===== src/sv/ffpa_pkg.sv =====
// ----------------------------------------------------------------------------
// ffpa_pkg: shared types and constants of the first-fit pool allocator
// Transfer payloads, cell operations, status codes and controller states.
// ----------------------------------------------------------------------------
package ffpa_pkg;

    localparam int FREE_SLOTS_DEF  = 16;
    localparam int ALLOC_SLOTS_DEF = 32;
    localparam int LEN_BITS_DEF    = 17;

    localparam int          ADDR_W        = 32;
    localparam int          SIZE_W        = 17;
    localparam int          CNT_W         = 6;
    localparam int          CFG_IDX_W     = 2;
    localparam int          CFG_DATA_W    = 32;
    localparam logic [SIZE_W-1:0] POOL_SIZE_RST = 17'd65536;

    localparam logic [CFG_IDX_W-1:0] CFG_POOL_BASE = 2'd0;
    localparam logic [CFG_IDX_W-1:0] CFG_POOL_SIZE = 2'd1;

    typedef enum logic [1:0] {
        STAT_OK       = 2'd0,
        STAT_NO_FIT   = 2'd1,
        STAT_NOT_FOUND = 2'd2,
        STAT_FULL     = 2'd3
    } status_e;

    typedef enum logic [1:0] {
        CELL_HOLD,
        CELL_LOAD,
        CELL_PULL,
        CELL_PUSH
    } cell_op_e;

    typedef enum logic [2:0] {
        S_IDLE,
        S_ASCAN,
        S_RSCAN,
        S_PSCAN,
        S_MERGE,
        S_JOIN,
        S_RDEL,
        S_DONE
    } fsm_e;

    typedef struct packed {
        logic              func;
        logic [SIZE_W-1:0] alloc_size;
        logic [ADDR_W-1:0] free_addr;
    } in_item_t;

    typedef struct packed {
        logic [ADDR_W-1:0] addr;
        logic [1:0]        status;
        logic [SIZE_W-1:0] free_bytes;
        logic [CNT_W-1:0]  live_allocs;
    } out_item_t;

endpackage


===== src/sv/ffpa_cell.sv =====
// ----------------------------------------------------------------------------
// ffpa_cell: one table entry
// Holds one entry and loads, takes its right neighbor or its left neighbor.
// ----------------------------------------------------------------------------
module ffpa_cell #(
    parameter int             W       = 8,
    parameter int             IW      = 1,
    parameter int             INDEX   = 0,
    parameter logic [W-1:0]   RST_VAL = '0
) (
    input  logic               clk,
    input  logic               rst_n,
    input  ffpa_pkg::cell_op_e op,
    input  logic [IW-1:0]      idx,
    input  logic [W-1:0]       wdata,
    input  logic [W-1:0]       left,
    input  logic [W-1:0]       right,
    output logic [W-1:0]       q
);
    import ffpa_pkg::*;

    localparam logic [IW-1:0] ME = IW'(INDEX);

    logic [W-1:0] q_reg;
    logic [W-1:0] q_next;

    always_comb
    begin
        q_next = q_reg;
        case (op)
            CELL_LOAD:
            begin
                if (idx == ME)
                    q_next = wdata;
            end
            CELL_PULL:
            begin
                if (ME >= idx)
                    q_next = right;
            end
            CELL_PUSH:
            begin
                if (ME > idx)
                    q_next = left;
                else if (ME == idx)
                    q_next = wdata;
            end
            default:
            begin
                q_next = q_reg;
            end
        endcase
    end

    always_ff @(posedge clk or negedge rst_n)
    begin
        if (!rst_n)
            q_reg <= RST_VAL;
        else
            q_reg <= q_next;
    end

    assign q = q_reg;

endmodule


===== src/sv/ffpa_row.sv =====
// ----------------------------------------------------------------------------
// ffpa_row: a row of table cells
// Chains the cells to their neighbors and selects one entry for reading.
// ----------------------------------------------------------------------------
module ffpa_row #(
    parameter int           W     = 8,
    parameter int           SLOTS = 2,
    parameter int           IW    = 1,
    parameter logic [W-1:0] RST0  = '0
) (
    input  logic               clk,
    input  logic               rst_n,
    input  ffpa_pkg::cell_op_e op,
    input  logic [IW-1:0]      idx,
    input  logic [W-1:0]       wdata,
    input  logic [IW-1:0]      rd_idx,
    output logic [W-1:0]       rd_data
);
    import ffpa_pkg::*;

    logic [W-1:0] q [SLOTS];

    for (genvar i = 0; i < SLOTS; i++)
    begin : g_cell
        logic [W-1:0] lft;
        logic [W-1:0] rgt;

        if (i == 0)
        begin : g_first
            assign lft = '0;
        end
        else
        begin : g_mid_l
            assign lft = q[i-1];
        end

        if (i == SLOTS - 1)
        begin : g_last
            assign rgt = '0;
        end
        else
        begin : g_mid_r
            assign rgt = q[i+1];
        end

        ffpa_cell #(
            .W       (W),
            .IW      (IW),
            .INDEX   (i),
            .RST_VAL ((i == 0) ? RST0 : '0)
        ) u_cell (
            .clk   (clk),
            .rst_n (rst_n),
            .op    (op),
            .idx   (idx),
            .wdata (wdata),
            .left  (lft),
            .right (rgt),
            .q     (q[i])
        );
    end

    assign rd_data = q[rd_idx];

endmodule


===== config.mk =====
export PLATFORM = sky130hd
export DESIGN_NAME = ffpa_row
export DESIGN_NICKNAME = d
export VERILOG_FILES = /design/src/sv/ffpa_pkg.sv /design/src/sv/ffpa_cell.sv /design/src/sv/ffpa_row.sv
export SDC_FILE = /design/constraint.sdc
export NUM_CORES = 1
export LEC_CHECK = 0
export BUFFER_PORTS_ARGS = -buffer_cell sky130_fd_sc_hd__buf_2
export CORE_MARGIN = 2
export CORE_UTILIZATION = 55
export DETAILED_ROUTE_END_ITERATION = 12
export GPL_TIMING_DRIVEN = 1
export PLACE_DENSITY = 0.81
export SYNTH_ARGS = -nofsm -noshare
export SYNTH_HDL_FRONTEND = slang
export SYNTH_SLANG_ARGS = --single-unit

===== constraint.sdc =====
create_clock -name clk -period 1.4 [get_ports clk]
set_clock_uncertainty 0.1 [all_clocks]
set_input_delay 0.07 -clock clk [delete_from_list [all_inputs] [get_ports clk]]
set_output_delay 0.07 -clock clk [all_outputs]
set_load 0.02 [all_outputs]

==> results.tsv, run 1 <==
metric	value	unit
status	finished clean	
drtPass1Iterations	5	
route.met2.wl	1.10	mm
r2r-end	g_cell[1].u_cell.q[3]$_DFFE_PN0P_	
place_congestion	0.758	
power_density	1040	nW/um2
fmax	753	MHz
cp.arrival	1160	ps
final-hold-violation-count	0	
critPathBufInv	1	
slowest_stage	dfrtp_1	
r2r_slack	420	ps
cts.hold.buffers_added	9	
area_growth	21.9	%
comb_power_share	0.260	
finalCritPeriodShare	0.949	
postRouteAntennaNets	0	
drt_iter0_drc	28	
max-clock-path-buffers	2	
top_layer	met4	
synth-edff-count	0	
maxCapViolCount	0	
holdWs	66.8	ps
drive_gt1_frac	0.287	
synth_area_leader_cell	dfrtp_1	
seq_power_share	0.475	
grt_pass1_wl	3.86	mm
worstMarginPinSlew	518	ps
critPathMaxFanout	3	
cts_htree_levels	1	
cp.required	1230	ps
wl_per_cell	16.6	um
ys.flop_type	dfrtp_1	
reg2reg_from	g_cell[1].u_cell.q[3]$_DFFE_PN0P_	
post_synth_num_cell_types	20	
grt_start_max_net_pins	26	
worst-setup-path-type	register to primary output	
dp_hpwl	1.46	mm
num_vias	875	
synth_nets	109	
syn_avg_cell_area	9.90	um2
p_leak	0.000510	uW
dpl_worst_slack	222	ps
rows	14	
viasPerCell	6.34	
swShare	0.312	
initial_core_util	0.604	
final_max_slew_viol_count	0	
endpoint_kind	primary output	
cts_root_buf	clkbuf_4	
fillCellCount	115	
core	1560	um2
die_h	45.4	um
critPathLaunch	g_cell[1].u_cell.q[4]$_DFFE_PN0P_	
dieArea	2060	um2
finalSetupViolations	0	
port_buffers	21	
ir_drop	730	uV
n_antenna_cell	0	
worst_slack	71.9	ps
ys_warn_count	0	
wl_met3	113	um
cts_buffers	3	
die_x	45.4	um
final_cell_mix	buf_2, nand2_1, dfrtp_1	
ys_ff_latch	16	
fin_crit	1330	ps
p_switching	372	uW
synth_seq_area_share	0.426	
relSlewSlack	0.653	
cp_num_cells	2	
drt_wl_total	2.29	mm
synth_area	941	um2
layout_commonest_cell	buf_2	
rr_worst_depth	2	
cts_setup_buffers	0	
gr-total-overflow	0	
start_kind	register	
endpoint	rd_data[4]	
p_int	819	uW
grt_pass1_vias	858	
route.detailed.drc	0	
largest_reg_flops	16	
final_net_count	137	
fin_setup_tns	0	ps
cpPeakStageDelay	410	ps
wl_met1	1.04	mm
clock_latency	290	ps
cts_tree	done	
synth_top_area_share	0.426	
clk_pin_slew	100	ps
async_reset_ff_frac	1.00	
crit_family	flip-flops	
antenna_found_initial	0	
synthCells	95	
grt_use_total	0.263	
clockPowerShare	0.265	
rsz0062_at_grt	no	
holdCritPathClass	input port to register	
cts_resized	0	
io_pins	22	
crit_chain	mux2_2 > buf_2	
cts_num_sinks	16	
synth_top_cells_by_area	dfrtp_1, mux2_2, nand2_1	
==> Yosys cell counts (all sizes together), types with 2 or more instances <==
cell,count
o221ai,7
nand2b,8
nand2,17
mux2,8
buf,7
and2,2
o211ai,7
dfrtp,16
nand3b,8
a22oi,7
==> metrics by stage <==
| stage | cell area (um2) | power, uW | std cells | utilization |
|---|---|---|---|---|
| floorplan | 941 | 769 | 95 | - |
| global placement | 1020 | 849 | 125 | 0.655 |
| detailed placement | 1020 | 861 | 125 | 0.655 |
| CTS | 1150 | 1190 | 138 | 0.736 |
| global route | 1150 | 1240 | 138 | 0.736 |
| finish | 1150 | 1190 | 138 | 0.736 |
==> worst min-delay path by stage <==
stage,start,endpoint,depth (start not counted)
after floorplan,rst_n,g_cell[0].u_cell.q[0]$_DFFE_PN0P_,0
after global placement,rst_n,g_cell[1].u_cell.q[0]$_DFFE_PN0P_,1
after detailed placement,rst_n,g_cell[0].u_cell.q[0]$_DFFE_PN0P_,1
after CTS,op[0],g_cell[1].u_cell.q[1]$_DFFE_PN0P_,2
after global routing,op[0],g_cell[1].u_cell.q[1]$_DFFE_PN0P_,2
final,op[0],g_cell[1].u_cell.q[1]$_DFFE_PN0P_,2
==> power groups by stage <==
| stage | Clock (uW) | Sequential (uW) | Combinational, uW |
|---|---|---|---|
| final | 315 | 566 | 310 |
| after floorplan | 0 | 560 | 208 |
| after CTS | 315 | 565 | 307 |
| after global routing | 323 | 575 | 340 |
| after detailed placement | 0 | 575 | 287 |
| after global placement | 0 | 570 | 279 |
==> worst register-to-register path, cell delays in order, from the launching register on <==
cell and delay, ps:
dfrtp_1 410, a22oi_1 220, o211ai_1 130
==> routing by layer <==
metal  GRT usage  vias up
li1            -      409
met1       0.355      418
met2       0.423       43
met3      0.0360        5
met4       0.106        0
met5           0        -
==> cell families (layout without fill, tap and decap cells) <==
group	Yosys count	in the layout	synth area share
mux	8	8	0.0957
buf+inv	9	36	0.0598
compound gates	25	25	0.211
flops	16	16	0.426
simple gates	37	37	0.207
==> final cells by class <==
class | instances | area (um2) | share of cell area
multi-input cells | 70 | 484 | 0.422
flip-flops and latches | 16 | 400 | 0.349
clock buffers | 4 | 36.3 | 0.0316
inverters | 1 | 3.75 | 0.00327
well taps | 16 | 20.0 | 0.0174
repair buffers | 31 | 203 | 0.177
Note: power is estimated with default switching activity, not from simulation.
==> run 2, diff against run 1 <==
--- a/config.mk
+++ b/config.mk
@@ -5,12 +5,13 @@
 export SDC_FILE = /design/constraint.sdc
 export NUM_CORES = 1
 export LEC_CHECK = 0
+export ABC_AREA = 1
 export BUFFER_PORTS_ARGS = -buffer_cell sky130_fd_sc_hd__buf_2
 export CORE_MARGIN = 2
-export CORE_UTILIZATION = 55
+export CORE_UTILIZATION = 57
 export DETAILED_ROUTE_END_ITERATION = 12
 export GPL_TIMING_DRIVEN = 1
-export PLACE_DENSITY = 0.81
+export PLACE_DENSITY = 0.82
 export SYNTH_ARGS = -nofsm -noshare
 export SYNTH_HDL_FRONTEND = slang
 export SYNTH_SLANG_ARGS = --single-unit
==> run 2 against run 1 <==
Against the previous run: sequential power is essentially flat; worst hold slack got worse by 66 ps; die area grew 9.3%; total power down 2.1%; cell count is 62% higher; flip-flop and latch count unchanged; critical path type unchanged; largest power group unchanged.
==> results.tsv, run 2 <==
metric	value	unit	change
cpPeakStageDelay	400	ps	about the same
final_net_count	215		+57%
status	finished clean		
cts_num_sinks	16		unchanged
start_kind	register		
ys_ff_latch	16		unchanged
synth_area_leader_cell	dfrtp_1		
core	1750	um2	+12%
syn_avg_cell_area	6.18	um2	-38%
final_cell_mix	nand2_1, o21ai_0, buf_2		
synth-edff-count	0		unchanged
worstMarginPinSlew	417	ps	-101 ps
rsz0062_at_grt	no		
synth_top_area_share	0.373		-0.0530
dp_hpwl	2.00	mm	+37%
yosys.cell_count.top_type	nand2_1		
holdWs	0.628	ps	-66.1 ps
clk_pin_slew	100	ps	about the same
drive_gt1_frac	0.166		-0.121
fillCellCount	167		+45%
grt_pass1_vias	1055		+23%
io_pins	22		unchanged
maxCapViolCount	0		unchanged
rows	15		+1
area_growth	16.9	%	
worst-setup-path-type	register to primary output		
postRouteAntennaNets	0		unchanged
fmax	777	MHz	+3.2%
die_h	47.4	um	+4.6%
cts_setup_buffers	0		unchanged
post_synth_num_cell_types	14		-30%
crit_family	flip-flops		
route.detailed.drc	0		unchanged
holdCritPathClass	input port to register		
critPathBufInv	2		+1
n_antenna_cell	0		unchanged
largest_reg_flops	16		unchanged
multi_input_area	579	um2	+20%
ys.flop_type	dfrtp_1		
fin_crit	1290	ps	-40.6 ps
die_x	47.4	um	+4.6%
drt_wl_total	2.75	mm	+20%
wl_per_cell	12.3	um	-26%
grt_start_max_net_pins	19		-27%
final-hold-violation-count	0		unchanged
port_buffers	21		unchanged
ir_drop	702	uV	-3.8%
cts_root_buf	clkbuf_4		
relSlewSlack	0.722		+0.0682
place_congestion	0.857		+13%
cts_buffers	3		unchanged
synth_common_cells	nand2_1, o21ai_0, nand3_1, inv_1, dfrtp_1		
async_reset_ff_frac	1.00		unchanged
crit_chain	inv_1 > o21ai_0 > buf_2		
antenna_found_initial	0		unchanged
ys_warn_count	0		unchanged
synth_area	1070	um2	+14%
layout_commonest_cell	nand2_1		
synthCells	174		+83%
synth_nets	188		+72%
gr-total-overflow	0		unchanged
finalSetupViolations	0		unchanged
dieArea	2250	um2	+9.3%
max-clock-path-buffers	2		unchanged
endpoint_kind	primary output		
p_leak	0.000687	uW	+35%
critPathMaxFanout	3		unchanged
fin_setup_tns	0	ps	unchanged
grt_use_total	0.296		+0.0328
power_density	929	nW/um2	-11%
cp.required	1230	ps	about the same
grt_pass1_wl	4.55	mm	+18%
slowest_stage	dfrtp_1		
drtPass1Iterations	4		-1
final_max_slew_viol_count	0		unchanged
cts_tree	done		
num_vias	1174		+34%
initial_core_util	0.616		+0.0122
cts_htree_levels	1		unchanged
clock_latency	300	ps	about the same
finalCritPeriodShare	0.920		-0.0290
viasPerCell	5.24		-17%
seq_area	400	um2	unchanged
drt_iter0_drc	47		+68%
synth_top_cells_by_area	dfrtp_1, nand2_1, o21ai_0		
synth_seq_area_share	0.373		-0.0530
cp.arrival	1120	ps	-40 ps
[run 2: cell count changes after synthesis, moves of 7 or more]
cell      before  now
nand2_1       17   80
o21ai_0        1   28
nand3_1        0   18
inv_1          1   17
mux2_2         8    0
nand2b_1       8    0
nand3b_1       8    0
a22oi_1        7    0
o211ai_1       7    0
o221ai_1       7    0
[run 2: path summary, 6_finish.rpt]
check / from / to / slack [ps] / cells past startpoint
setup / recovery: g_cell[0].u_cell.q[3]$_DFFE_PN0P_ / rd_data[3] / 110 / 3
hold / removal: wdata[4] / g_cell[0].u_cell.q[4]$_DFFE_PN0P_ / 0.6 / 5
setup reg to reg: g_cell[0].u_cell.q[2]$_DFFE_PN0P_ / g_cell[1].u_cell.q[2]$_DFFE_PN0P_ / 460 / 4
hold reg to reg: g_cell[0].u_cell.q[4]$_DFFE_PN0P_ / g_cell[0].u_cell.q[4]$_DFFE_PN0P_ / 420 / 2
max in group asynchronous: rst_n / g_cell[0].u_cell.q[5]$_DFFE_PN0P_ / 820 / 2
min in group asynchronous: rst_n / g_cell[1].u_cell.q[2]$_DFFE_PN0P_ / 110 / 2
[run 2: what timing repair did]
item / CTS / global route
hold buffers: 2 / 0
gates resized for setup: 0 / 0
endpoints found under the hold margin: 17 / 0
[run 2: metal layers]
layer	GRT usage	wire length [um]	share of wire
met5	0	0	0
met4	0.161	40	0.015
met3	0.0377	195	0.071
met2	0.489	1380	0.50
met1	0.374	1130	0.41
[run 2: through the flow]
stage	cell area [um2]	instances	util	power (uW)	setup WS (ps)
2_1_floorplan	1070	174	-	786	369
3_3_place_gp	1210	219	0.695	898	397
3_5_place_dp	1210	219	0.695	909	330
4_1_cts	1260	224	0.720	1160	106
5_1_grt	1260	224	0.720	1240	11.9
6_report	1260	224	0.720	1170	112
[run 2: kinds of logic (layout without fill, tap and decap cells)]
family / count (synthesis) / count (layout) / share of synthesized area
AO/OA/AOI/OAI: 31 / 31 / 0.147
buffers and inverters: 24 / 49 / 0.0885
flip-flops: 16 / 16 / 0.373
AND/OR/NAND/NOR: 103 / 103 / 0.392
[run 2: layout make-up]
| type | instances | share of cell area |
|---|---|---|
| Tap cell | 25 | 0.0249 |
| Inverter | 20 | 0.0598 |
| Timing Repair Buffer | 26 | 0.118 |
| Sequential cell | 16 | 0.319 |
| Multi-Input combinational cell | 134 | 0.461 |
| Clock buffer | 3 | 0.0179 |
[run 2: worst min-delay path, cell delays in order]
cell	delay [ps]
buf_2	90
nand2_1	50
nand3_1	70
nand2_1	50
nand2_1	50
[run 2: report_power, final]
| part | total [uW] | switching (uW) | internal (uW) |
|---|---|---|---|
| sequential | 563 | 45.5 | 518 |
| combinational | 343 | 223 | 120 |
| clock | 260 | 160 | 101 |
| total | 1170 | 428 | 738 |
==> run 3, diff against run 2 <==
--- a/config.mk
+++ b/config.mk
@@ -12,6 +12,7 @@
 export DETAILED_ROUTE_END_ITERATION = 12
 export GPL_TIMING_DRIVEN = 1
 export PLACE_DENSITY = 0.82
+export SETUP_SLACK_MARGIN = 0.4
 export SYNTH_ARGS = -nofsm -noshare
 export SYNTH_HDL_FRONTEND = slang
 export SYNTH_SLANG_ARGS = --single-unit
==> run 3 against run 2 <==
Against the previous run: cell count rose by 11%; first-iteration DRC count rose to 2.6 times the previous value; register-to-register slack got worse by 190 ps; critical endpoint is now rd_data[7]; largest cell class unchanged; largest power group is now combinational logic; critical path depth did not move; sequential share of layout area fell by 6.5 points.
==> results.tsv, run 3 (synthesis gave the netlist of run 2 again) <==
metric	value	unit	change
layout_commonest_cell	nand2_1		
ir_drop	874	uV	+25%
cts_root_buf	clkbuf_4		
final-hold-violation-count	0		unchanged
final_cells	248		+11%
gr-total-overflow	0		unchanged
seq_area	400	um2	unchanged
final_cell_mix	nand2_1, buf_4, dfrtp_1		
cts_htree_levels	1		unchanged
worst_slack	207	ps	+94.5 ps
grt_use_total	0.314		+0.0185
fmax	838	MHz	+7.9%
dieArea	2250	um2	unchanged
die_h	47.4	um	unchanged
area_growth	46.9	%	
grt_pass1_wl	4.91	mm	+7.9%
total_power	1440	uW	+23%
finalCritPeriodShare	0.852		-0.0675
fin_crit	1190	ps	-94.5 ps
largest_reg_flops	16		unchanged
drt_iter0_drc	120		+160%
critPathMaxFanout	2		-1
rows	15		unchanged
power_density	909	nW/um2	-2.1%
start_kind	register		
cts_buffers	3		unchanged
final_net_count	239		+11%
clock_latency	290	ps	about the same
antenna_found_initial	0		unchanged
wl_per_cell	15.3	um	+25%
finalSetupViolations	0		unchanged
fin_setup_tns	0	ps	unchanged
dpl_worst_slack	311	ps	-19.0 ps
cp.required	1230	ps	about the same
drt_wl_total	3.79	mm	+38%
clk_pin_slew	100	ps	about the same
die_x	47.4	um	unchanged
p_leak	0.000847	uW	+23%
endpoint_kind	primary output		
drive_gt1_frac	0.390		+0.224
holdPathStages	3		-2
grt_pass1_vias	1133		+7.4%
place_area	1210	um2	unchanged
route.detailed.drc	0		unchanged
dp_hpwl	1.97	mm	-1.5%
initial_core_util	0.616		unchanged
final_max_slew_viol_count	0		unchanged
status	finished clean		
rsz0062_at_grt	yes		
relSlewSlack	0.728		+0.00643
postRouteAntennaNets	0		unchanged
worst-setup-path-type	register to primary output		
multi_input_area	649	um2	+12%
n_antenna_cell	0		unchanged
maxCapViolCount	0		unchanged
holdCritPathClass	input port to register		
core	1750	um2	unchanged
place_congestion	0.877		+2.3%
grt_start_max_net_pins	20		+1
max-clock-path-buffers	2		unchanged
cts_num_sinks	16		unchanged
placed_cells	219		unchanged
fillCellCount	76		-54%
port_buffers	21		unchanged
cts_tree	done		
cp.arrival	1020	ps	-100 ps
viasPerCell	5.86		+12%
finalInstanceArea	1580	um2	+26%
worstMarginPinSlew	407	ps	-9.63 ps
rr_worst_depth	6		+2
io_pins	22		unchanged
drtPass1Iterations	5		+1
num_vias	1454		+24%
## run 3: cell count changes in the layout (fill, tap and decap cells not counted), moves of 4 or more
cell     before  now
buf_4         3   24
o21ai_0      28    9
buf_6         0   12
o21ai_2       0   11
inv_1        17    7
buf_2        21   13
o21ai_1       1    9
inv_2         3    9
inv_4         0    4
nand2_1      80   76
nand2_2       1    5
## run 3: worst paths after layout
path                                                           to                               from  slack [ps]
worst max-delay path                                   rd_data[7]  g_cell[0].u_cell.q[7]$_DFFE_PN0P_         210
worst min-delay path            g_cell[0].u_cell.q[0]$_DFFE_PN0P_                              op[0]          10
worst max register to register  g_cell[0].u_cell.q[7]$_DFFE_PN0P_  g_cell[0].u_cell.q[7]$_DFFE_PN0P_         270
worst min register to register  g_cell[1].u_cell.q[3]$_DFFE_PN0P_  g_cell[1].u_cell.q[3]$_DFFE_PN0P_         440
max in group asynchronous       g_cell[0].u_cell.q[6]$_DFFE_PN0P_                              rst_n         800
min in group asynchronous       g_cell[1].u_cell.q[2]$_DFFE_PN0P_                              rst_n         120
## run 3: routing by layer
metal / wire length, um / vias up / GRT usage
met1: 1400 / 683 / 0.392
met4: 60 / 0 / 0.117
li1: - / 655 / -
met2: 1990 / 106 / 0.559
met5: 0 / - / 0
met3: 337 / 10 / 0.0302
## run 3: metrics by stage
step                      utilization  hold slack [ps]
after floorplan                     -             -326
after global placement          0.695            -93.1
after detailed placement        0.695            -91.8
after CTS                       0.810           0.0412
after global routing            0.905             41.5
final                           0.905             14.7
## run 3: report_power, final
group          total, uW  switching (uW)  internal (uW)  leakage, uW
Clock                258             158            100    0.0000138
Sequential           559            41.1            518     0.000201
Combinational        619             333            287     0.000632
Total               1440             532            904     0.000847
## run 3: cell type report
| class | instances | area share |
|---|---|---|
| flip-flops and latches | 16 | 0.254 |
| inverters | 20 | 0.0539 |
| well taps | 25 | 0.0198 |
| repair buffers | 50 | 0.247 |
| multi-input cells | 134 | 0.411 |
| clock buffers | 3 | 0.0143 |
## run 3: worst max-delay path, cell delays in order (launching register included)
cell and delay, ps:
dfrtp_1 380, inv_2 50, o21ai_1 140, buf_4 170
## run 3: repair_timing
| action | CTS | global route |
|---|---|---|
| endpoints found under the setup margin | 8 | 23 |
| pin swaps | 0 | 21 |
| hold buffers | 1 | 0 |
| hold endpoints to repair | 16 | 0 |
| resized for setup | 9 | 55 |
| buffers inserted | 20 | 5 |
| cloned | 0 | 0 |
